File: config.mk
export PLATFORM = sky130hd
export DESIGN_NAME = pac_stage
export DESIGN_NICKNAME = d
export VERILOG_FILES = /design/src/hw/rtl/pac_pkg.sv /design/src/hw/rtl/pac_stage.sv
export SDC_FILE = /design/constraint.sdc
export NUM_CORES = 1
export LEC_CHECK = 0
export BUFFER_PORTS_ARGS = -buffer_cell sky130_fd_sc_hd__buf_2
export CAP_MARGIN = 20
export CORE_ASPECT_RATIO = 0.6
export CORE_MARGIN = 1.5
export CORE_UTILIZATION = 55
export DETAILED_ROUTE_END_ITERATION = 7
export HOLD_SLACK_MARGIN = 0.05
export PLACE_DENSITY = 0.8
export SYNTH_ARGS = -nofsm -noshare
export SYNTH_HDL_FRONTEND = slang
export SYNTH_SLANG_ARGS = --single-unit
File: constraint.sdc
create_clock -name clk -period 4.65 [get_ports clk]
set_clock_uncertainty 0.1 [all_clocks]
set_input_delay 1.395 -clock clk [delete_from_list [all_inputs] [get_ports clk]]
set_output_delay 1.395 -clock clk [all_outputs]
set_load 0.005 [all_outputs]
File: src/hw/rtl/pac_pkg.sv
// Shared types and constants for the pointer angle block.
// Holds the CORDIC turn table, the request kind codes and the pipeline control record.
// No dependencies.
package pac_pkg;

  localparam int CORDIC_STEPS = 30;
  localparam int VEC_FRAC     = 40;
  localparam int VEC_BITS     = 44;
  localparam int TURN_BITS    = 32;
  localparam int PIPE_LATENCY = CORDIC_STEPS + 3;

  localparam int CFG_INDEX_BITS = 2;
  localparam logic [CFG_INDEX_BITS-1:0] REG_CENTER_X = 2'd0;
  localparam logic [CFG_INDEX_BITS-1:0] REG_CENTER_Y = 2'd1;

  typedef enum logic [3:0] {
    KIND_ZERO,
    KIND_UP,
    KIND_DOWN,
    KIND_RIGHT,
    KIND_LEFT,
    KIND_Q1,
    KIND_Q2,
    KIND_Q3,
    KIND_Q4
  } kind_t;

  typedef struct packed {
    logic  valid;
    kind_t kind;
  } ctrl_t;

  function automatic logic [TURN_BITS-1:0] turn_atan(input logic [4:0] step);
    logic [TURN_BITS-1:0] t;
    case (step)
      5'd0:    t = 32'd536870912;
      5'd1:    t = 32'd316933406;
      5'd2:    t = 32'd167458907;
      5'd3:    t = 32'd85004756;
      5'd4:    t = 32'd42667331;
      5'd5:    t = 32'd21354465;
      5'd6:    t = 32'd10679838;
      5'd7:    t = 32'd5340245;
      5'd8:    t = 32'd2670163;
      5'd9:    t = 32'd1335087;
      5'd10:   t = 32'd667544;
      5'd11:   t = 32'd333772;
      5'd12:   t = 32'd166886;
      5'd13:   t = 32'd83443;
      5'd14:   t = 32'd41722;
      5'd15:   t = 32'd20861;
      5'd16:   t = 32'd10430;
      5'd17:   t = 32'd5215;
      5'd18:   t = 32'd2608;
      5'd19:   t = 32'd1304;
      5'd20:   t = 32'd652;
      5'd21:   t = 32'd326;
      5'd22:   t = 32'd163;
      5'd23:   t = 32'd81;
      5'd24:   t = 32'd41;
      5'd25:   t = 32'd20;
      5'd26:   t = 32'd10;
      5'd27:   t = 32'd5;
      5'd28:   t = 32'd3;
      5'd29:   t = 32'd1;
      default: t = 32'd0;
    endcase
    return t;
  endfunction

endpackage

File: src/hw/rtl/pac_stage.sv
// One CORDIC vectoring step with its output register.
// Step index picks the shift and the turn table entry. Depends on pac_pkg.
module pac_stage #(
  parameter int STEP = 0
) (
  input  logic                                 clk,
  input  logic                                 rst,
  input  pac_pkg::ctrl_t                       ctrl_in,
  input  logic signed [pac_pkg::VEC_BITS-1:0]  x_in,
  input  logic signed [pac_pkg::VEC_BITS-1:0]  y_in,
  input  logic        [pac_pkg::TURN_BITS-1:0] z_in,
  output pac_pkg::ctrl_t                       ctrl_out,
  output logic signed [pac_pkg::VEC_BITS-1:0]  x_out,
  output logic signed [pac_pkg::VEC_BITS-1:0]  y_out,
  output logic        [pac_pkg::TURN_BITS-1:0] z_out
);

  localparam logic [pac_pkg::TURN_BITS-1:0] ATAN = pac_pkg::turn_atan(5'(STEP));

  logic signed [pac_pkg::VEC_BITS-1:0] xs;
  logic signed [pac_pkg::VEC_BITS-1:0] ys;

  assign xs = x_in >>> STEP;
  assign ys = y_in >>> STEP;

  always_ff @(posedge clk) begin
    if (rst) begin
      ctrl_out.valid <= 1'b0;
    end else begin
      ctrl_out.valid <= ctrl_in.valid;
    end
    ctrl_out.kind <= ctrl_in.kind;
    if (!y_in[pac_pkg::VEC_BITS-1]) begin
      x_out <= x_in + ys;
      y_out <= y_in - xs;
      z_out <= z_in + ATAN;
    end else begin
      x_out <= x_in - ys;
      y_out <= y_in + xs;
      z_out <= z_in - ATAN;
    end
  end

endmodule

## Word-level counts from Yosys, hierarchy flattened

Cells that the tools add are included.

| word-level totals | value |
|---|---|
| register bits | 125 |
| input port bits | 127 |
| output and inout port bits | 125 |
| logic and storage cells | 13 |

| cells by class | value |
|---|---|
| add/sub/neg operators | 5 |
| multiplexer cells | 3 |

Operator list:

| cell | number |
|---|---|
| 44-bit 2-to-1 mux | 2 |
| 44-bit subtractor | 2 |
| 44-bit adder | 1 |
| 32-bit by 30-bit adder with 32-bit output, second input constant | 1 |
| 32-bit 2-to-1 mux | 1 |
| 32-bit by 30-bit subtractor with 32-bit output, second input constant | 1 |

## Longest topological paths before layout

| logic depth | value |
|---|---|
| depth in word-level cells | 2 |
| mapped depth | 13 |
| depth with buffers taken out | 12 |

## Worst setup path before layout

No wires, ideal clock.

| timing | value |
|---|---|
| path type | input port to flip-flop |
| from | input x_in[7] in the netlist's numbering |
| to | register x_out[43] in the netlist's numbering |
| library setup time | 0.072 ns |
| arrival | 3.741 ns |
| required time | 4.478 ns |
| slack | 0.737 ns |
| stages | 11 |
| path buffers | 0 |
| path through | inv_1 > ha_1 > or4_4 > or3_1 > a21oi_2 > o211ai_2 > a21o_1 > a21oi_2 > o21ai_1 > a31oi_1 > xor2_1 |

| on the way | value |
|---|---|
| longest elaborated chain between the ends | 2 |
| elaborated cells between the ends (all ways) | 3 |
| those cells by class | 2 x add/sub; 1 x mux |

Ends and longest elaborated chain:

| item | RTL line | RTL |
|---|---|---|
| from (decl) | pac_stage.sv:9 | `input logic signed [pac_pkg::VEC_BITS-1:0] x_in,` |
| 44-bit adder or 44-bit subtractor (tied branches) | pac_stage.sv:34, pac_stage.sv:38 |  |
| 44-bit 2-to-1 mux * | pac_stage.sv:33 | `if (!y_in[pac_pkg::VEC_BITS-1]) begin` |
| to (signal assigned) | pac_stage.sv:34 | `x_out <= x_in + ys;` |
| to (signal assigned) | pac_stage.sv:38 | `x_out <= x_in - ys;` |
| to (decl) | pac_stage.sv:13 | `output logic signed [pac_pkg::VEC_BITS-1:0] x_out,` |

Every way passes the cells marked *; elsewhere a longest branch is shown, timed or not.
A chain may end at the register's enable or synchronous reset.

## Final worst setup path

| timing | value |
|---|---|
| from | input x_in[18] in the netlist's numbering |
| to | register x_out[38] in the netlist's numbering |

Same word-level chain as after synthesis.

==> key figures <==
GRT
  – GRT Util Overall: 38.78%
  – Vias in the first global route: 10190
  – Initial antenna violation count: 1
  – Largest net degree at the start of global routing: 72
  – First-pass GRT wire length: 58020 um
  – GR Overflow Total: 0

Timing
  – RSZ-0062 raised after global routing: false
  – Fin Setup TNS: 0 ps
  – Final Hold Viols: 0
  – Fin crit share: 96.15%
  – Max_slew headroom: 21.38%
  – Final period demand of the worst path: 4471 ps
  – Worst-Margin Slew: 1150 ps
  – Final worst setup slack: 179.0 ps
  – Setup-failing EPs final: 0
  – Slew Viols, Final: 0
  – Achievable Freq: 223.7 MHz

Synthesis
  – Cells after Synth: 1338
  – Synthesis-stage register bit count: 124
  – Dominant cell type by area after synthesis: dfxtp_1
  – Syn nets: 1598
  – Synth Flop Type: dfxtp_1
  – Register area share after synthesis: 24.12%
  – Post-synth top area share: 24.12%
  – Synthesized cell area: 0.01029 sq mm
  – Syn avg cell area: 7.691 sq um
  – Top post-synthesis cells by area: dfxtp_1 24%, ha_1 16%, a21oi_1 7.8%, xnor2_1 6.7%, o21ai_0 5.1%
  – Number of synthesized flops with an enable pin: 0
  – Post-synth ARST share: 0%
  – Yosys cell types: 64
  – Syn. warnings: 0

Floorplanning
  – Starting Density: 56.51%
  – Die Y: 109.0 um
  – I/O pin count: 252
  – Area of the core: 0.01821 sq mm
  – Die X: 179.6 um
  – Die area: 0.01957 sq mm
  – # rows: 38

Cells and area
  – Layout net count: 1890
  – Filler cell count: 1551
  – Share of cells above drive strength 1: 23.33%
  – Fin cells: 1883
  – Area Overhead vs Synth: 25.24%
  – Most common cell after layout, fill and taps aside: buf_2
  – Commonest cells after routing, fill and taps aside: 250 x buf_2, 161 x a21oi_1, 133 x inv_1
  – Final instance area: 0.01289 sq mm

Worst setup path
  – CP Data Arrival Time: 4700 ps
  – CP endpoint kind: flip-flop
  – CP startpoint kind: input pin
  – Req. time, crit path: 4880 ps
  – Worst-path fanout max: 11
  – Critical path class: input pin to flip-flop

Placement
  – Detail Placement HPWL: 31230 um
  – IO Port Bufs: 251
  – Routability Congestion: 1.031
  – Post-DP Area: 0.01225 sq mm
  – Inst Count DP: 1851
  – Setup WS pre-CTS: -41.68 ps

Pwr
  – Worst vdd ir: 278.0 uV
  – PwrDens: 340.0 mW/mm^2
  – Lkg Pwr: 0.006336 uW
  – Overall power: 4382 uW

Hold path
  – Hold Path Sink: z_out[27]$_DFF_P_
  – Hold Crit Start: z_in[27]
  – Worst Hold Depth: 1
  – Worst Hold Class: input pin to flip-flop

Clock network
  – CTS tree: built
  – Worst-path clk slew: 70 ps
  – CTS Hold Bufs: 0
  – H-tree Lvls: 4
  – Root Driver: clkbuf_16
  – Clock sink count: 124
  – Postcts setup bufs: 0
  – CTS buffer count: 17
  – Deepest clock path buffer count: 2
  – Post-CTS sizing: 0

Routing
  – Initial DRC count: 1748
  – Antenna Nets Post-Route: 0
  – Post-Route WL: 38730 um
  – Via-to-Cell Ratio: 6.130
  – DR DRC count: 0
  – Drt first pass iters: 6
  – Via count: 11542
  – Wire per inst: 20.57 um

Run
  – Max Cap Viol: 0

Run status
  – Status: finished, final reports clean
## sequential cells by signal, indices dropped and copies added, names as in the netlist
signal,count
y_out,44
z_out,32
ctrl_out,5
x_out,43
## where the power goes
part / switching [uW] / total [uW] / internal [uW]
sequential: 80.1 / 1350 / 1270
combinational: 930 / 1580 / 651
clock: 541 / 1450 / 911
## cells in the mapped netlist, types with 4 or more instances
master / n
o21ai_0: 105
a311oi_1: 5
a31oi_1: 14
o211ai_1: 15
or3_1: 5
nor3_1: 21
a21boi_0: 9
a211o_1: 5
and2_1: 8
nand2_1: 74
buf_2: 9
clkbuf_1: 45
mux2i_1: 21
nor2b_1: 20
nand3_1: 23
inv_1: 133
a21o_1: 32
nand4_1: 11
fa_1: 4
o21a_1: 9
xnor2_1: 79
o31a_1: 5
o221ai_1: 6
a21oi_1: 161
o211a_1: 5
a2111oi_0: 5
and3_1: 9
dfxtp_1: 124
nand2b_1: 16
o31ai_1: 14
a211oi_1: 14
ha_1: 129
xor2_1: 7
buf_1: 6
nor2_1: 94
o21ai_1: 6
nor4_1: 13
nand3b_1: 4
a221o_1: 4
or2_2: 6
o21bai_1: 24
## metrics by stage
stage	hold slack, ps	util [%]
4_1_cts	945.2	70.76
6_report	954.0	70.78
3_3_place_gp	1397	67.29
3_5_place_dp	1399	67.29
2_1_floorplan	1323	-
5_1_grt	940.9	70.76
## critical path: stages
cell,delay (ps)
buf_2,110
inv_1,50
ha_1,500
nand2_1,210
nor3_1,640
o21ai_0,520
a22oi_1,290
buf_4,180
a21oi_1,210
o31ai_1,290
mux2i_1,140
xnor2_1,160
## kinds of logic after synthesis
kind of cell / synth area share [%]
AND/OR/NAND/NOR: 14.50
AO/OA/AOI/OAI: 28.18
buffers and inverters: 7.368
adder cells (fa/ha/maj): 16.46
XOR/XNOR: 7.319
multiplexers: 2.043
flip-flops: 24.12
## final cells by class
| class | count | area, sq um | area share, % |
|---|---|---|---|
| well taps | 240 | 300.3 | 2.330 |
| multi-input cells | 1017 | 7051 | 54.70 |
| clock buffers | 18 | 439.2 | 3.407 |
| diodes | 1 | 2.502 | 0.01942 |
| repair buffers | 335 | 1914 | 14.85 |
| clock inverters | 13 | 192.7 | 1.495 |
| inverters | 135 | 506.7 | 3.932 |
| flip-flops and latches | 124 | 2482 | 19.26 |
## routing by layer
metal	global-route usage, %	share of wire (%)
met5	0	0
met4	7.738	1.1
met3	16.40	17
met2	49.09	36
met1	58.73	46
## worst max-delay path by stage
stage,from,to,slack [ps],depth (start not counted)
2_1_floorplan,x_in[7],x_out[43]$_DFF_P_,740,11
3_3_place_gp,x_in[16],y_out[34]$_DFF_P_,-50,12
3_5_place_dp,x_in[0],y_out[38]$_DFF_P_,-40,14
4_1_cts,x_in[0],y_out[38]$_DFF_P_,400,14
5_1_grt,x_in[18],x_out[36]$_DFF_P_,50,12
6_report,x_in[18],x_out[38]$_DFF_P_,180,12
No activity file was read; power rests on OpenSTA's default activity.
