**src/hw/rtl/pac_pkg.sv**
```systemverilog
// Shared types and constants for the pointer angle block.
// Holds the CORDIC turn table, the request kind codes and the pipeline control record.
// No dependencies.
package pac_pkg;

  localparam int CORDIC_STEPS = 30;
  localparam int VEC_FRAC     = 40;
  localparam int VEC_BITS     = 44;
  localparam int TURN_BITS    = 32;
  localparam int PIPE_LATENCY = CORDIC_STEPS + 3;

  localparam int CFG_INDEX_BITS = 2;
  localparam logic [CFG_INDEX_BITS-1:0] REG_CENTER_X = 2'd0;
  localparam logic [CFG_INDEX_BITS-1:0] REG_CENTER_Y = 2'd1;

  typedef enum logic [3:0] {
    KIND_ZERO,
    KIND_UP,
    KIND_DOWN,
    KIND_RIGHT,
    KIND_LEFT,
    KIND_Q1,
    KIND_Q2,
    KIND_Q3,
    KIND_Q4
  } kind_t;

  typedef struct packed {
    logic  valid;
    kind_t kind;
  } ctrl_t;

  function automatic logic [TURN_BITS-1:0] turn_atan(input logic [4:0] step);
    logic [TURN_BITS-1:0] t;
    case (step)
      5'd0:    t = 32'd536870912;
      5'd1:    t = 32'd316933406;
      5'd2:    t = 32'd167458907;
      5'd3:    t = 32'd85004756;
      5'd4:    t = 32'd42667331;
      5'd5:    t = 32'd21354465;
      5'd6:    t = 32'd10679838;
      5'd7:    t = 32'd5340245;
      5'd8:    t = 32'd2670163;
      5'd9:    t = 32'd1335087;
      5'd10:   t = 32'd667544;
      5'd11:   t = 32'd333772;
      5'd12:   t = 32'd166886;
      5'd13:   t = 32'd83443;
      5'd14:   t = 32'd41722;
      5'd15:   t = 32'd20861;
      5'd16:   t = 32'd10430;
      5'd17:   t = 32'd5215;
      5'd18:   t = 32'd2608;
      5'd19:   t = 32'd1304;
      5'd20:   t = 32'd652;
      5'd21:   t = 32'd326;
      5'd22:   t = 32'd163;
      5'd23:   t = 32'd81;
      5'd24:   t = 32'd41;
      5'd25:   t = 32'd20;
      5'd26:   t = 32'd10;
      5'd27:   t = 32'd5;
      5'd28:   t = 32'd3;
      5'd29:   t = 32'd1;
      default: t = 32'd0;
    endcase
    return t;
  endfunction

endpackage

```
**src/hw/rtl/pac_prep.sv**
```systemverilog
// Front end: subtracts the center, then takes magnitudes and classifies the request.
// Two register stages. Depends on pac_pkg.
module pac_prep #(
  parameter int COORD_BITS = 16
) (
  input  logic                                clk,
  input  logic                                rst,
  input  logic                                in_valid,
  input  logic signed [COORD_BITS-1:0]        pointer_x,
  input  logic signed [COORD_BITS-1:0]        pointer_y,
  input  logic        [COORD_BITS-2:0]        center_x,
  input  logic        [COORD_BITS-2:0]        center_y,
  output pac_pkg::ctrl_t                      ctrl,
  output logic signed [pac_pkg::VEC_BITS-1:0] x,
  output logic signed [pac_pkg::VEC_BITS-1:0] y
);

  localparam int VB        = pac_pkg::VEC_BITS;
  localparam int VEC_SHIFT = pac_pkg::VEC_FRAC - COORD_BITS;

  logic                         diff_valid;
  logic signed [COORD_BITS:0]   dx;
  logic signed [COORD_BITS:0]   dy;
  logic signed [COORD_BITS:0]   dx_c;
  logic signed [COORD_BITS:0]   dy_c;
  logic        [COORD_BITS:0]   dx_neg;
  logic        [COORD_BITS:0]   dy_neg;
  logic        [COORD_BITS-1:0] ax;
  logic        [COORD_BITS-1:0] ay;
  logic                         dx_zero;
  logic                         dy_zero;
  pac_pkg::kind_t               kind_c;

  assign dx_c = {pointer_x[COORD_BITS-1], pointer_x} - $signed({2'b00, center_x});
  assign dy_c = {pointer_y[COORD_BITS-1], pointer_y} - $signed({2'b00, center_y});

  always_ff @(posedge clk) begin
    if (rst) begin
      diff_valid <= 1'b0;
    end else begin
      diff_valid <= in_valid;
    end
    dx <= dx_c;
    dy <= dy_c;
  end

  assign dx_neg  = -dx;
  assign dy_neg  = -dy;
  assign ax      = dx[COORD_BITS] ? dx_neg[COORD_BITS-1:0] : dx[COORD_BITS-1:0];
  assign ay      = dy[COORD_BITS] ? dy_neg[COORD_BITS-1:0] : dy[COORD_BITS-1:0];
  assign dx_zero = (dx == '0);
  assign dy_zero = (dy == '0);

  always_comb begin
    if (dx_zero && dy_zero) begin
      kind_c = pac_pkg::KIND_ZERO;
    end else if (dx_zero) begin
      kind_c = dy[COORD_BITS] ? pac_pkg::KIND_DOWN : pac_pkg::KIND_UP;
    end else if (dy_zero) begin
      kind_c = dx[COORD_BITS] ? pac_pkg::KIND_LEFT : pac_pkg::KIND_RIGHT;
    end else if (!dx[COORD_BITS] && !dy[COORD_BITS]) begin
      kind_c = pac_pkg::KIND_Q1;
    end else if (dx[COORD_BITS] && !dy[COORD_BITS]) begin
      kind_c = pac_pkg::KIND_Q2;
    end else if (dx[COORD_BITS]) begin
      kind_c = pac_pkg::KIND_Q3;
    end else begin
      kind_c = pac_pkg::KIND_Q4;
    end
  end

  always_ff @(posedge clk) begin
    if (rst) begin
      ctrl.valid <= 1'b0;
    end else begin
      ctrl.valid <= diff_valid;
    end
    ctrl.kind <= kind_c;
    x         <= $signed(VB'(ax) << VEC_SHIFT);
    y         <= $signed(VB'(ay) << VEC_SHIFT);
  end

endmodule

```
**config.mk**
```make
export PLATFORM = sky130hd
export DESIGN_NAME = pac_prep
export DESIGN_NICKNAME = d
export VERILOG_FILES = /design/src/hw/rtl/pac_pkg.sv /design/src/hw/rtl/pac_prep.sv
export SDC_FILE = /design/constraint.sdc
export NUM_CORES = 1
export LEC_CHECK = 0
export BUFFER_PORTS_ARGS = -buffer_cell sky130_fd_sc_hd__clkbuf_2
export CAP_MARGIN = 20
export CORE_MARGIN = 4
export CORE_UTILIZATION = 45
export CTS_CLUSTER_SIZE = 25
export DETAILED_ROUTE_END_ITERATION = 12
export GPL_TIMING_DRIVEN = 0
export PLACE_DENSITY = 0.77
export SLEW_MARGIN = 20
export SYNTH_ARGS = -nofsm -noshare
export SYNTH_HDL_FRONTEND = slang
export SYNTH_SLANG_ARGS = --single-unit
```
**constraint.sdc**
```tcl
create_clock -name clk -period 2.6 [get_ports clk]
set_input_delay 0.78 -clock clk [delete_from_list [all_inputs] [get_ports clk]]
set_output_delay 0.78 -clock clk [all_outputs]
set_load 0.02 [all_outputs]
```
Word-level counts from Yosys, hierarchy flattened
Cells that the tools add are included.
{"block": "op_classes", "addsub": 4, "n_reduce_logical": 7, "mux": 9}
{"operator": "17-bit logical NOT", "n": 2}
{"operator": "16-bit by 16-bit subtractor with 17-bit output", "n": 2}
{"operator": "16-bit 2-to-1 mux", "n": 2}
{"operator": "16-bit negation", "n": 2}
{"operator": "4-bit 2-to-1 mux", "n": 5}
{"operator": "1-bit logical AND", "n": 3}
{"operator": "3-bit 2-to-1 mux", "n": 1}
{"operator": "1-bit logical NOT", "n": 2}
{"operator": "2-bit 2-to-1 mux", "n": 1}
{"block": "word_totals", "input_bits": 65, "output_inout_bits": 93, "register_bits": 72, "elab_cells": 27}

Logic depth before layout (Yosys ltp)
{"block": "logic_depth", "ltp_word": 6, "mapped_depth": 8, "ltp_nobuf": 8}

Least setup slack after synthesis
Ideal clock, no wire load.
{"block": "synth_timing", "path_type": "input-to-reg", "startpoint": "input pointer_y[0]", "endpoint": "register dy[12]", "path_buffers": 0, "setup_slack_ps": 102, "path_stages": 8, "t_arrival_ps": 2419, "required_ps": 2521, "cell_sequence": "inv_1 > ha_1 > fa_1 > nor2b_1 > o2111a_1 > nor3_1 > or4_1 > o211ai_1"}
{"block": "synth_via", "elab_chain_cells": 1}
{"element": "start, declared", "line": "pac_prep.sv:10", "text": "input logic signed [COORD_BITS-1:0] pointer_y,"}
{"element": "16-bit by 16-bit subtractor with 17-bit output", "line": "pac_prep.sv:35", "text": "assign dy_c = {pointer_y[COORD_BITS-1], pointer_y} - $signed({2'b00, center_y});"}
{"element": "via dy_c[12]", "line": "pac_prep.sv:25", "text": "logic signed [COORD_BITS:0] dy_c;"}
{"element": "end signal, assigned", "line": "pac_prep.sv:44", "text": "dy <= dy_c;"}
{"element": "end, declared", "line": "pac_prep.sv:23", "text": "logic signed [COORD_BITS:0] dy;"}
The timed path passes the listed nets, and every way through them passes these cells.
A chain may end at the register's enable or synchronous reset.

Final worst setup path
{"block": "layout_timing", "startpoint": "input pointer_y[0]", "endpoint": "register dy[8]"}
Same word-level chain as after synthesis.

==> out/qor.yml <==
netlist_area_um2: 4360
routed-via-count: 3692
max-clock-path-buffers: 2
slew-limit-headroom_pct: 61.7
status: "finished, final reports clean"
fraction_of_final_layout_cells_with_drive_strength_greater_than_1_pct: 26.9
grt_pass1_vias: 3583
hp-class: "flip-flop to flip-flop"
tritoncts: "yes"
crit_path_top_delay_cell: "sky130_fd_sc_hd__o311ai_0"
initial_core_util_pct: 46.7
overflow: 0
diodes: 0
postSynth.topFlopCell: "sky130_fd_sc_hd__dfxtp_1"
cts_root_buf: "sky130_fd_sc_hd__clkbuf_8"
postCtsSetupBuffers: 0
num_io_pins: 158
cts-hold-fix-buffers: 0
maximum_vdd_drop_v: 0.000285
max_fclk_mhz: 401
timing.critical_path.cells: "clkbuf_2 > inv_1 > ha_1 > fa_1 > nor2b_1 > o2111a_1 > o21a_1 > nor2_1 > o311ai_0"
skew_ps: 5.10
combinationalPowerShare_pct: 33.3
num-nets-final: 770
drtPass1Iterations: 4
layout_worst_path_cycle_share_pct: 95.9
chipHeight_um: 106
internal_portion_of_total_power_w: 0.00248
worst_setup_path_start_kind: "input pin"
cts_resized: 0
cp_data_required_time_ps: 2770
ys_ff_latch: 72
postSynth.asyncResetShare_pct: 0
mostFrequentLayoutCells: "101 x sky130_fd_sc_hd__clkbuf_2, 72 x sky130_fd_sc_hd__dfxtp_1, 56 x sky130_fd_sc_hd__buf_4, 56 x sky130_fd_sc_hd__conb_1, 50 x sky130_fd_sc_hd__inv_1"
grt_pass1_wl_mm: 15.2
sequential_power_share_pct: 41.5
detail_route.vias_per_cell: 4.61
leakage_component_of_the_power_nw: 2.79
synth-edff-count: 0
synth_cells: 501
layout_setup_ws_ps: 107
post_detailed_route_drc_marker_count: 0
wl_per_cell_um: 11.2
critPathKind: "input pin to flip-flop"
worst_pin_slew_ps: 567
clock_insertion_delay_worst_skew_ps: 330
netSwitchingFraction_pct: 33.0
detailed_place_hpwl_mm: 7.59
gp_congestion: 0.870
synth_warnings: 0
setup_violations: 0
min_period_ps: 2490
clock_tree.htree_level_count: 3
synth_area_per_cell_um2: 8.70
layout.filler_cells: 850
synth_cell_type_count: 52
detail-route-antenna-nets: 0
row_count: 35
preCtsSetupSlack_ps: -146
commonest_non_fill_non_tap_cell_in_the_layout: "sky130_fd_sc_hd__clkbuf_2"
endpoint_kind: "flip-flop"
rsz_0062_raised_after_global_routing: "false"
finalHoldViolations: 0
fin_total_pwr_w: 0.00370
die_area_um2: 11300
grt_start_max_net_pins: 12
chipWidth_um: 106
drt_first_iter_violations: 149
tritoncts_num_sinks: 72
arrival_time_of_the_worst_setup_path_ps: 2660
post_synthesis_sequential_area_ratio_pct: 33.1
wl_mm: 8.95
clock_power_share_pct: 25.2
power.density_nw_per_um2: 679
numCtsBuffers: 9
port_buffers: 101
slowest_delay_ps: 500
path_clk_slew_ps: 60
net-switching-power_w: 0.00122
grtUsageTotal_pct: 16.0
core_region_area_um2: 9330
timing.max_cap.violations: 0
timing.final.max_slew_violations: 0
crit_fanout: 3
antenna_found_initial: 0
buffers_and_inverters_on_the_worst_path: 2
cp_top_family: "compound AO/OA/AOI/OAI gates"
flow.area_growth_from_synthesis_pct: 25.1
cells by family after synthesis:
family | after synthesis | synth area share [%]
other | 1 | 0.0860
and+or+nand+nor | 120 | 15.1
DFF | 72 | 33.1
adders and majority gates | 37 | 11.0
muxes | 3 | 0.689
xor gates and xnor gates | 49 | 9.84
buffers and inverters | 113 | 14.5
AOI/OAI and AO/OA | 106 | 15.7
Yosys cell counts, types with 7 or more instances:
| master | number | area [µm²] |
|---|---|---|
| sky130_fd_sc_hd__a21oi_1 | 26 | 130 |
| sky130_fd_sc_hd__buf_4 | 56 | 420 |
| sky130_fd_sc_hd__clkbuf_1 | 7 | 26.3 |
| sky130_fd_sc_hd__dfxtp_1 | 72 | 1440 |
| sky130_fd_sc_hd__ha_1 | 35 | 438 |
| sky130_fd_sc_hd__inv_1 | 50 | 188 |
| sky130_fd_sc_hd__nand2_1 | 27 | 101 |
| sky130_fd_sc_hd__nand3_1 | 9 | 45.0 |
| sky130_fd_sc_hd__nor2_1 | 26 | 97.6 |
| sky130_fd_sc_hd__nor2b_1 | 10 | 62.6 |
| sky130_fd_sc_hd__nor3_1 | 7 | 35.0 |
| sky130_fd_sc_hd__o21ai_0 | 29 | 145 |
| sky130_fd_sc_hd__o31ai_1 | 8 | 60.1 |
| sky130_fd_sc_hd__or4_1 | 7 | 52.6 |
| sky130_fd_sc_hd__xnor2_1 | 42 | 368 |
| sky130_fd_sc_hd__xor2_1 | 7 | 61.3 |
layer usage:
layer / global-route usage [%] / routed length, µm / vias up
met5: 0 / 0 / -
met4: 5.48 / 173 / 0
li1: - / - / 1946
met3: 3.52 / 568 / 15
met2: 27.3 / 4120 / 128
met1: 19.9 / 4080 / 1603
final timing paths:
kind | start | end | slack, ps | cells after the start
max | pointer_y[0] | dy[8]$_DFF_P_ | 110 | 9
min | dx[0]$_DFF_P_ | x[24]$_DFF_P_ | 360 | 0
max reg2reg | dx[4]$_DFF_P_ | ctrl[1]$_SDFF_PP0_ | 570 | 4
min reg2reg | dx[0]$_DFF_P_ | x[24]$_DFF_P_ | 360 | 0
registers in the layout (all words and copies together), names as in the netlist:
name,cells
dx,17
dy,17
x,16
y,16
ctrl,5
diff_valid,1
per-stage QoR:
stage | cells | cell area (µm²) | utilization, % | hold WS (ps) | TNS, ps
4_1_cts | 801 | 5450 | 58.5 | 367 | 0
3_3_place_gp | 786 | 5230 | 56.1 | 356 | -305
6_report | 801 | 5450 | 58.5 | 365 | 0
3_5_place_dp | 786 | 5230 | 56.1 | 360 | -482
2_1_floorplan | 556 | 4570 | - | 344 | 0
5_1_grt | 801 | 5450 | 58.5 | 384 | 0
worst register-to-register path: stages (launching register included):
cell                      delay [ps]
sky130_fd_sc_hd__dfxtp_1         350
sky130_fd_sc_hd__or4_4           570
sky130_fd_sc_hd__or4_4           470
sky130_fd_sc_hd__nor4_4          330
sky130_fd_sc_hd__mux2i_1         240
final cells by class:
class	count	area (µm²)	share of cell area [%]
Clock inverter	3	65.1	1.19
Sequential cell	72	1440	26.4
Multi-Input combinational cell	371	2490	45.7
Tap cell	129	161	2.96
Timing Repair Buffer	101	505	9.27
Clock buffer	12	155	2.84
Inverter	50	188	3.44
Buffer	63	447	8.19
power groups by stage:
stage	sequential (W)	clock [W]	combinational, W
floorplan	0.00176	0	0.000672
global placement	0.00155	0	0.00121
detailed placement	0.00156	0	0.00123
CTS	0.00154	0.000959	0.00124
global route	0.00157	0.00101	0.00135
finish	0.00153	0.000934	0.00123
Note: power is estimated with default switching activity, not from simulation.
