## src/hw/rtl/pac_pkg.sv

```systemverilog
// Shared types and constants for the pointer angle block.
// Holds the CORDIC turn table, the request kind codes and the pipeline control record.
// No dependencies.
package pac_pkg;

  localparam int CORDIC_STEPS = 30;
  localparam int VEC_FRAC     = 40;
  localparam int VEC_BITS     = 44;
  localparam int TURN_BITS    = 32;
  localparam int PIPE_LATENCY = CORDIC_STEPS + 3;

  localparam int CFG_INDEX_BITS = 2;
  localparam logic [CFG_INDEX_BITS-1:0] REG_CENTER_X = 2'd0;
  localparam logic [CFG_INDEX_BITS-1:0] REG_CENTER_Y = 2'd1;

  typedef enum logic [3:0] {
    KIND_ZERO,
    KIND_UP,
    KIND_DOWN,
    KIND_RIGHT,
    KIND_LEFT,
    KIND_Q1,
    KIND_Q2,
    KIND_Q3,
    KIND_Q4
  } kind_t;

  typedef struct packed {
    logic  valid;
    kind_t kind;
  } ctrl_t;

  function automatic logic [TURN_BITS-1:0] turn_atan(input logic [4:0] step);
    logic [TURN_BITS-1:0] t;
    case (step)
      5'd0:    t = 32'd536870912;
      5'd1:    t = 32'd316933406;
      5'd2:    t = 32'd167458907;
      5'd3:    t = 32'd85004756;
      5'd4:    t = 32'd42667331;
      5'd5:    t = 32'd21354465;
      5'd6:    t = 32'd10679838;
      5'd7:    t = 32'd5340245;
      5'd8:    t = 32'd2670163;
      5'd9:    t = 32'd1335087;
      5'd10:   t = 32'd667544;
      5'd11:   t = 32'd333772;
      5'd12:   t = 32'd166886;
      5'd13:   t = 32'd83443;
      5'd14:   t = 32'd41722;
      5'd15:   t = 32'd20861;
      5'd16:   t = 32'd10430;
      5'd17:   t = 32'd5215;
      5'd18:   t = 32'd2608;
      5'd19:   t = 32'd1304;
      5'd20:   t = 32'd652;
      5'd21:   t = 32'd326;
      5'd22:   t = 32'd163;
      5'd23:   t = 32'd81;
      5'd24:   t = 32'd41;
      5'd25:   t = 32'd20;
      5'd26:   t = 32'd10;
      5'd27:   t = 32'd5;
      5'd28:   t = 32'd3;
      5'd29:   t = 32'd1;
      default: t = 32'd0;
    endcase
    return t;
  endfunction

endpackage

```

## src/hw/rtl/pac_finish.sv

```systemverilog
// Back end: restores the quadrant, rounds the turn to the output width, registers the result.
// Handles the axis and zero cases exactly. Depends on pac_pkg.
module pac_finish #(
  parameter int ANGLE_BITS = 16
) (
  input  logic                           clk,
  input  logic                           rst,
  input  pac_pkg::ctrl_t                 ctrl,
  input  logic [pac_pkg::TURN_BITS-1:0]  z,
  output logic                           done,
  output logic [ANGLE_BITS-1:0]          angle
);

  localparam int TB = pac_pkg::TURN_BITS;
  localparam logic [TB-1:0] HALF_TURN = {1'b1, {(TB-1){1'b0}}};

  logic [TB-1:0]         zq;
  logic [TB:0]           rounded;
  logic [ANGLE_BITS-1:0] angle_c;

  always_comb begin
    case (ctrl.kind)
      pac_pkg::KIND_Q2: zq = HALF_TURN - z;
      pac_pkg::KIND_Q3: zq = HALF_TURN + z;
      pac_pkg::KIND_Q4: zq = '0 - z;
      default:          zq = z;
    endcase
  end

  assign rounded = {1'b0, zq} + ((TB+1)'(1) << (TB - 1 - ANGLE_BITS));

  always_comb begin
    case (ctrl.kind)
      pac_pkg::KIND_ZERO,
      pac_pkg::KIND_RIGHT: angle_c = '0;
      pac_pkg::KIND_UP:    angle_c = ANGLE_BITS'(1) << (ANGLE_BITS - 2);
      pac_pkg::KIND_DOWN:  angle_c = ANGLE_BITS'(3) << (ANGLE_BITS - 2);
      pac_pkg::KIND_LEFT:  angle_c = ANGLE_BITS'(1) << (ANGLE_BITS - 1);
      default:             angle_c = rounded[TB-1 -: ANGLE_BITS];
    endcase
  end

  always_ff @(posedge clk) begin
    if (rst) begin
      done <= 1'b0;
    end else begin
      done <= ctrl.valid;
    end
    angle <= angle_c;
  end

endmodule

```

## config.mk

```make
export PLATFORM = sky130hd
export DESIGN_NAME = pac_finish
export DESIGN_NICKNAME = d
export VERILOG_FILES = /design/src/hw/rtl/pac_pkg.sv /design/src/hw/rtl/pac_finish.sv
export SDC_FILE = /design/constraint.sdc
export NUM_CORES = 1
export LEC_CHECK = 0
export BUFFER_PORTS_ARGS = -buffer_cell sky130_fd_sc_hd__buf_2
export CAP_MARGIN = 30
export CELL_PAD_IN_SITES_DETAIL_PLACEMENT = 1
export CELL_PAD_IN_SITES_GLOBAL_PLACEMENT = 1
export CORE_MARGIN = 3
export CORE_UTILIZATION = 37
export DETAILED_ROUTE_END_ITERATION = 8
export HOLD_SLACK_MARGIN = 0.05
export PLACE_DENSITY_LB_ADDON = 0.1
export SETUP_SLACK_MARGIN = 0.3
export SKIP_LAST_GASP = 1
export SYNTH_ARGS = -nofsm -noshare
export SYNTH_HDL_FRONTEND = slang
export SYNTH_SLANG_ARGS = --single-unit
```

## constraint.sdc

```tcl
create_clock -name clk -period 7.48 [get_ports clk]
set_input_delay 0 -clock clk [delete_from_list [all_inputs] [get_ports clk]]
set_output_delay 0 -clock clk [all_outputs]
set_load 0.005 [all_outputs]
```

; Word level (Yosys, flattened, before mapping)
; Index checks and enable logic that the tools add are counted.
; Widths: inputs -> output; s select.
[word_totals]
reg_bits = 17
in_bits = 39
wordCells = 17
[op_classes]
addsub = 4
n_eq_ne = 7
mux = 2
reduce_logical = 2
[op_table]
columns = operator, count
row1 = $pmux 32 s3, 1
row2 = $pmux 16 s4, 1
row3 = $add 32x16->32 const B, 1
row4 = $add 32x32->32 const A, 1
row5 = $sub 1x32->32 const A, 1
row6 = $sub 32x32->32 const A, 1
row7 = $eq 4x3->1 const B, 3
row8 = $eq 4x2->1 const B, 2
row9 = $eq 4x1->1 const B, 1
row10 = $eq 4x4->1 const B, 1
row11 = $logic_not 4->1, 1
row12 = $reduce_or 2->1, 1

; Logic depth before layout (Yosys ltp)
; Gate-level depths: netlist of the first run.
[logic_depth]
ltp_word = 4
mapped_depth = 14
mapped_depth_nobuf = 12

; Least setup slack after synthesis of the first run
; No wires, ideal clock.
[synth_path]
kind = input-to-reg
from = in z[4] in the netlist's numbering
to = reg angle[13]
setup_ns = 0.070
t_arrival_ns = 2.527
required_ns = 7.410
path_slack_ns = 4.883
path_stages = 10
cell_sequence = or4_1 -> or4_2 -> o21ai_0 -> xnor2_1 -> ha_1 -> inv_1 -> nor3_4 -> nand3_2 -> or3_1 -> a21oi_1
[synth_via]
elab_chain_cells = 4
elab_cells_between_ends = 6
[synth_lines]
columns = item, line
row1 = start: declaration, pac_finish.sv:9  ; input logic [pac_pkg::TURN_BITS-1:0] z,
row2 = "$sub 1x32->32, or another cell as far along", pac_finish.sv:25  ; pac_pkg::KIND_Q4: zq = '0 - z;
row3 = $pmux 32 s3 (*), pac_finish.sv:22  ; case (ctrl.kind)
row4 = $add 32x16->32 (*), pac_finish.sv:30  ; assign rounded = {1'b0, zq} + ((TB+1)'(1) << (TB - 1 - ANGLE_BITS));
row5 = $pmux 16 s4 (*), pac_finish.sv:33  ; case (ctrl.kind)
row6 = net angle_c[13], pac_finish.sv:19  ; logic [ANGLE_BITS-1:0] angle_c;
row7 = end signal: assignment, pac_finish.sv:49  ; angle <= angle_c;
row8 = end: declaration, pac_finish.sv:11  ; output logic [ANGLE_BITS-1:0] angle
; Mark *: on every way through the listed nets, which the timed path passes. The rest lies on a longest branch.
; A chain may end at the register's enable or synchronous reset.

; Final worst setup path of the first run
[layout_path]
from = in ctrl[3] in the netlist's numbering
to = reg angle[14]
[layout_via]
elab_chain_cells = 4
elab_cells_between_ends = 12
[layout_lines]
columns = item, line
row1 = start: declaration, pac_finish.sv:8  ; input pac_pkg::ctrl_t ctrl,
row2 = $eq 4x4->1 / $eq 4x3->1 (equally long branches), pac_finish.sv:22
row3 = $pmux 32 s3, pac_finish.sv:22
row4 = $add 32x16->32, pac_finish.sv:30
row5 = $pmux 16 s4 (*), pac_finish.sv:33
row6 = net angle_c[14], pac_finish.sv:19
; Marked as above.

==> results of run 1 <==
-- state kept, by name, indices dropped and copies added (netlist names) --
signal,flops
angle,16
done,1
-- cell families (layout without fill, tap and decap cells) --
family / after synthesis / in the layout / share of synthesized area (%)
adders and majority gates: 1 / 1 / 0.878
DFF: 17 / 17 / 23.9
and+or+nand+nor: 78 / 78 / 32.0
muxes: 2 / 2 / 1.40
xor gates and xnor gates: 24 / 24 / 14.7
AOI/OAI and AO/OA: 43 / 43 / 21.8
buffers and inverters: 16 / 69 / 5.36
-- metrics by stage --
step                cells  hold WS, ns  worst slack [ns]
detailed placement    271        0.167              4.57
floorplan             181       0.0716              4.88
global placement      270        0.158              4.62
global route          280       0.0705              4.04
finish                280       0.0517              4.40
CTS                   280       0.0537              4.43
-- repair_timing --
action / CTS / global route
endpoints found under the hold margin: 3 / 0
hold buffers: 5 / 0
setup endpoints to repair: 0 / 0
-- layer usage --
metal	vias up	global-route usage [%]
met2	56	32.5
li1	770	-
met1	734	24.2
met5	-	0
met4	0	5.71
met3	8	2.96
-- area by class of cell --
cell class,count,area [sq um]
clock buffers,3,41.3
clock inverters,1,5.00
fillers,453,1710
inverters,3,11.3
multi-input cells,148,1010
flip-flops and latches,17,340
well taps,46,57.6
repair buffers,62,344
-- critical path, stage by stage --
cell and delay, ns:
dlygate4sd3_1 0.52, buf_2 0.14, or3b_1 0.40, a21o_1 0.39
nor2_1 0.25, a31oi_1 0.14, a21oi_2 0.40, nand4_1 0.17
xor2_1 0.17, o32ai_1 0.10, dlygate4sd3_1 0.55
-- Yosys cell counts, drive strengths merged (4+ instances only) --
| master | n | share of area [%] |
|---|---|---|
| nand3b | 4 | 2.1 |
| a31oi | 5 | 2.2 |
| nor3 | 8 | 3.6 |
| xor2 | 5 | 3.1 |
| nor4 | 7 | 3.1 |
| a21oi | 12 | 4.5 |
| and3 | 4 | 1.8 |
| nand4 | 4 | 1.8 |
| nand2 | 10 | 2.6 |
| o21ai | 7 | 2.5 |
| nor2 | 17 | 4.5 |
| xnor2 | 19 | 12 |
| or3 | 8 | 3.5 |
| dfxtp | 17 | 24 |
| clkbuf | 10 | 2.6 |
-- power groups by stage --
stage	Clock (mW)	Sequential, mW	Combinational (mW)
2_1_floorplan	0	0.107	0.0400
3_3_place_gp	0	0.105	0.0709
3_5_place_dp	0	0.105	0.0745
4_1_cts	0.0714	0.103	0.0772
5_1_grt	0.0769	0.104	0.0856
6_report	0.0700	0.103	0.0768
-- cell usage in the layout (no fill, tap or decap), drive strengths merged, types with 3 or more instances in the layout --
cell type	Yosys	final
nand4	4	4
clkbuf	10	3
buf	3	57
xor2	5	5
nand2	10	10
and3	4	4
or4	3	3
nor3	8	8
xnor2	19	19
nand3	3	3
nand3b	4	4
a31oi	5	5
inv	3	3
dlygate4sd3	0	5
o21ai	7	7
nor2	17	17
o32ai	3	3
a21oi	12	12
or3	8	8
dfxtp	17	17
nor2b	3	3
nor4	7	7
-- path summary, 6_finish.rpt --
path | from | endpoint | slack, ns | depth (start not counted)
worst min-delay path | z[22] | angle[6]$_DFF_P_ | 0.05 | 3
worst max-delay path | ctrl[3] | angle[14]$_DFF_P_ | 4.40 | 11
==> run_results.csv, run 1 <==
group,metric,value,unit
grt,grt_pass1_wl,6.86,mm
power_and_ir_drop,vdd_drop_max,0.0608,mV
setup_path,cp-start-kind,"input pin",
timing,rsz0062_at_grt,"no",
power_and_ir_drop,total_power,250,uW
cells_and_area,n_antenna_cell,0,
synth,synth_cells,181,
drt,drc,0,
clock_network,cts_resized,0,
synth,syn_area,1430,sq um
power_and_ir_drop,swShare,30.2,%
cells_and_area,fin_nets,275,
cells_and_area,post-route-cell-area,1810,sq um
grt,grt_overflow,0,
synth,synthArstFlopShare,0,%
setup_path,worstPathMaxFanout,20,
drt,met2_length,1.97,mm
die,core-area,3520,sq um
job,maxCapViolCount,0,
clock_network,numCtsBuffers,3,
power_and_ir_drop,clockPowerShare,28.0,%
power_and_ir_drop,p_leak,0.711,nW
drt,drtIter0Drc,34,
synth,ys_types,49,
grt,grt_pass1_vias,1475,
clock_network,post_cts_buffers,0,
drt,top_layer,"met4",
grt,grt_antenna_before_repair,0,
clock_network,cts_tree,"yes",
synth,synth-main-ff-cell,"dfxtp_1",
clock_network,clkSlewWorstSetupHoldPaths,0.07,ns
power_and_ir_drop,intPower,175,uW
placement,port_buffers,55,
drt,wl_per_cell,14.9,microns
power_and_ir_drop,cellPowerDensity,138,nW/um^2
die,dieArea,4630,sq um
synth,seq_area_frac_synth,23.9,%
synth,yosysWarnings,0,
setup_path,worstSetupEndpointType,"register",
setup_path,worst_ep_required_time,7.63,ns
timing,fmax,325,MHz
hold_path,hp-class,"input pin to register",
drt,routed_via_density,5.60,
clock_network,htreeDepth,1,
timing,setup_viol_count_final,0,
die,io_pins,56,
synth,syn_area_per_cell,7.87,sq um
cells_and_area,layout-drive-gt1-share,30.8,%
synth,synth_nets,221,
timing,fin_crit_sh,41.2,%
timing,hold_viol_final,0,
die,die_h,68.1,microns
power_and_ir_drop,comb_power_share,30.7,%
drt,routed-wl-met3,244,microns
timing,slew_headroom,59.7,%
clock_network,clock-sinks,17,
placement,dpl.hpwl,3.21,mm
cells_and_area,area.growth.synth_to_final,26.9,%
placement,gp_congestion,0.817,
timing,tightest_slew,0.604,ns
drt,ant_nets,0,
power_and_ir_drop,pwr-share-seq,41.3,%
clock_network,cts-root-buf,"clkbuf_8",
cells_and_area,fin_util,51.4,%
status,outcome,"complete, no violations",
setup_path,cp.arrival,3.23,ns
timing,setup-tns-final,0,ns
synth,synth_seq_cells,17,
grt,track_usage,19.0,%
drt,first_pass_iters,4,
die,die_w,68.1,microns
timing,finalMaxSlewViolations,0,
placement,place_area,1710,sq um
drt,met1_length,1.86,mm
timing,period_needed,3.08,ns
drt,via_count,1568,
clock_network,cts_max_path_buffers,2,
setup_path,worst-setup-path-type,"input pin to register",
power_and_ir_drop,power_switching,75.4,uW
die,num_rows,21,
die,start_util,40.5,%
grt,grt_max_degree,21,
synth,synth-edff-count,0,
drt,routed_wl,4.16,mm
No activity file was read; power rests on OpenSTA's default activity.
==> run 2: changes to the inputs <==
Settings changed: CORE_UTILIZATION 37 to 34.
Clock period 7.48 ns to 3.1 ns, I/O delays scaled along.
==> run_results.csv, run 2 (synthesis gave the netlist of run 1 again) <==
group,metric,value,unit
job,maxCapViolCount,0,
timing,setup_viol_count_final,0,
cells_and_area,final_common_cell,"buf_2",
setup_path,cp-start-kind,"input pin",
drt,via_count,1598,
placement,dpl.hpwl,3.19,mm
drt,drtIter0Drc,55,
clock_network,htreeDepth,1,
cells_and_area,layout-drive-gt1-share,35.8,%
cells_and_area,n_antenna_cell,0,
power_and_ir_drop,p_leak,0.775,nW
timing,slew_headroom,70.1,%
clock_network,numCtsBuffers,3,
grt,track_usage,16.8,%
cells_and_area,ff_latch_area,340,sq um
cells_and_area,layout_common_cells,"54 x buf_2, 17 x nor2_1, 17 x xnor2_1, 17 x dfxtp_1",
drt,routed_via_density,5.49,
setup_path,cpLargestDelayFamily,"simple AND/OR/NAND/NOR gates",
setup_path,worst-setup-path-type,"input pin to register",
grt,grt_pass1_vias,1574,
grt,grt_max_degree,21,
grt,grt_pass1_wl,7.11,mm
setup_path,cp_slowest_stage_delay,0.53,ns
setup_path,worstSetupEndpointType,"register",
placement,gp_congestion,0.765,
hold_path,hp-class,"input pin to register",
cells_and_area,multi_input_area,1060,sq um
cells_and_area,largest_register_ffs,16,
setup_path,critPathSlowestCell,"dlygate4sd3_1",
hold_path,hold_path_depth,3,
setup_path,cp_num_buf_inv,4,
timing,fmax,365,MHz
drt,first_pass_iters,4,
clock_network,cts_max_path_buffers,2,
timing,finalMaxSlewViolations,0,
timing,tightest_slew,0.445,ns
timing,setup_slack,0.358,ns
drt,ant_nets,0,
clock_network,cts-root-buf,"clkbuf_8",
timing,rsz0062_at_grt,"no",
clock_network,cts_tree,"yes",
die,die_h,70.7,microns
cells_and_area,largest_registers,"angle (16), done (1)",
die,num_rows,22,
setup_path,cp.depth,14,
setup_path,cp_cell_sequence,"dlygate4sd3_1, buf_4, or3b_4, a21oi_4, buf_6, nand2_1, xnor2_2, ha_2, inv_1, nor3_4, nand3_2, nand3b_1, xnor2_2, o32ai_1",
drt,routed_wl,4.54,mm
setup_path,worst_ep_required_time,3.24,ns
setup_path,worstPathMaxFanout,11,
drt,drc,0,
drt,wl_per_cell,15.6,microns
die,start_util,37.0,%
placement,dp_slack,0.315,ns
power_and_ir_drop,vdd_drop_max,0.190,mV
grt,grt_antenna_before_repair,0,
clock_network,clock-sinks,17,
cells_and_area,fin_nets,284,
clock_network,clkSlewWorstSetupHoldPaths,0.08,ns
die,dieArea,5000,sq um
timing,period_needed,2.74,ns
status,outcome,"complete, no violations",
cells_and_area,nFillCells,494,
die,io_pins,56,
setup_path,critPathMostFrequentCell,"xnor2_2",
setup_path,cp.arrival,2.88,ns
die,die_w,70.7,microns
placement,port_buffers,55,
power_and_ir_drop,cellPowerDensity,320,nW/um^2
cells_and_area,area.growth.synth_to_final,35.5,%
cells_and_area,regMostFlops,"angle",
die,core-area,3850,sq um
timing,hold_viol_final,0,
timing,fin_crit_sh,88.5,%
timing,setup-tns-final,0,ns
grt,grt_overflow,0,
==> run 2: changes by cell type in the layout (fill, tap and decap cells not counted), moves of 2 or more <==
cell / delta
a21oi_4: +2
xnor2_1: -2
buf_4: +9
xnor2_2: +2
==> run 2: repair_timing <==
action,in CTS,in global routing
endpoints found under the setup margin,0,9
buffers inserted,0,6
resized for setup,0,11
hold buffers,6,0
endpoints found under the hold margin,4,0
==> run 2: worst min-delay path: stages <==
cell,delay (ns)
buf_2,0.13
o21ai_0,0.07
a21oi_1,0.06
==> run 2: report_power, final <==
part / switching [mW] / internal, mW / leakage (nW) / total [mW]
registers: 0.00567 / 0.243 / 0.143 / 0.249
logic: 0.104 / 0.0965 / 0.607 / 0.201
clock network: 0.0796 / 0.0891 / 0.0255 / 0.169
total: 0.189 / 0.429 / 0.775 / 0.618
==> run 2: per-layer routing <==
metal	GRT usage, %	wire (microns)	up-vias
li1	-	-	784
met1	20.2	1980	757
met2	30.4	2280	51
met3	3.98	231	6
met4	3.34	46	0
met5	0	0	-
==> run 2: cell type report <==
| cell class | count | share of cell area [%] |
|---|---|---|
| Timing Repair Buffer | 71 | 21.6 |
| Tap cell | 48 | 3.11 |
| Clock buffer | 3 | 2.14 |
| Inverter | 3 | 0.583 |
| Multi-Input combinational cell | 148 | 54.7 |
| Clock inverter | 1 | 0.259 |
| Sequential cell | 17 | 17.6 |
==> run 2: worst paths after layout <==
check,to,start
worst max-delay path,angle[15]$_DFF_P_,ctrl[3]
worst min-delay path,angle[8]$_DFF_P_,z[24]
==> run 2: through the flow <==
step | instance area (sq um) | utilization [%] | std cells | hold WS [ns] | power [mW]
final | 1930 | 50.1 | 291 | 0.0672 | 0.618
after global placement | 1730 | 44.8 | 275 | 0.158 | 0.426
after floorplan | 1430 | - | 181 | 0.0716 | 0.355
after global routing | 1930 | 50.1 | 291 | 0.0960 | 0.655
after detailed placement | 1730 | 44.8 | 275 | 0.161 | 0.433
after CTS | 1830 | 47.5 | 285 | 0.0571 | 0.607
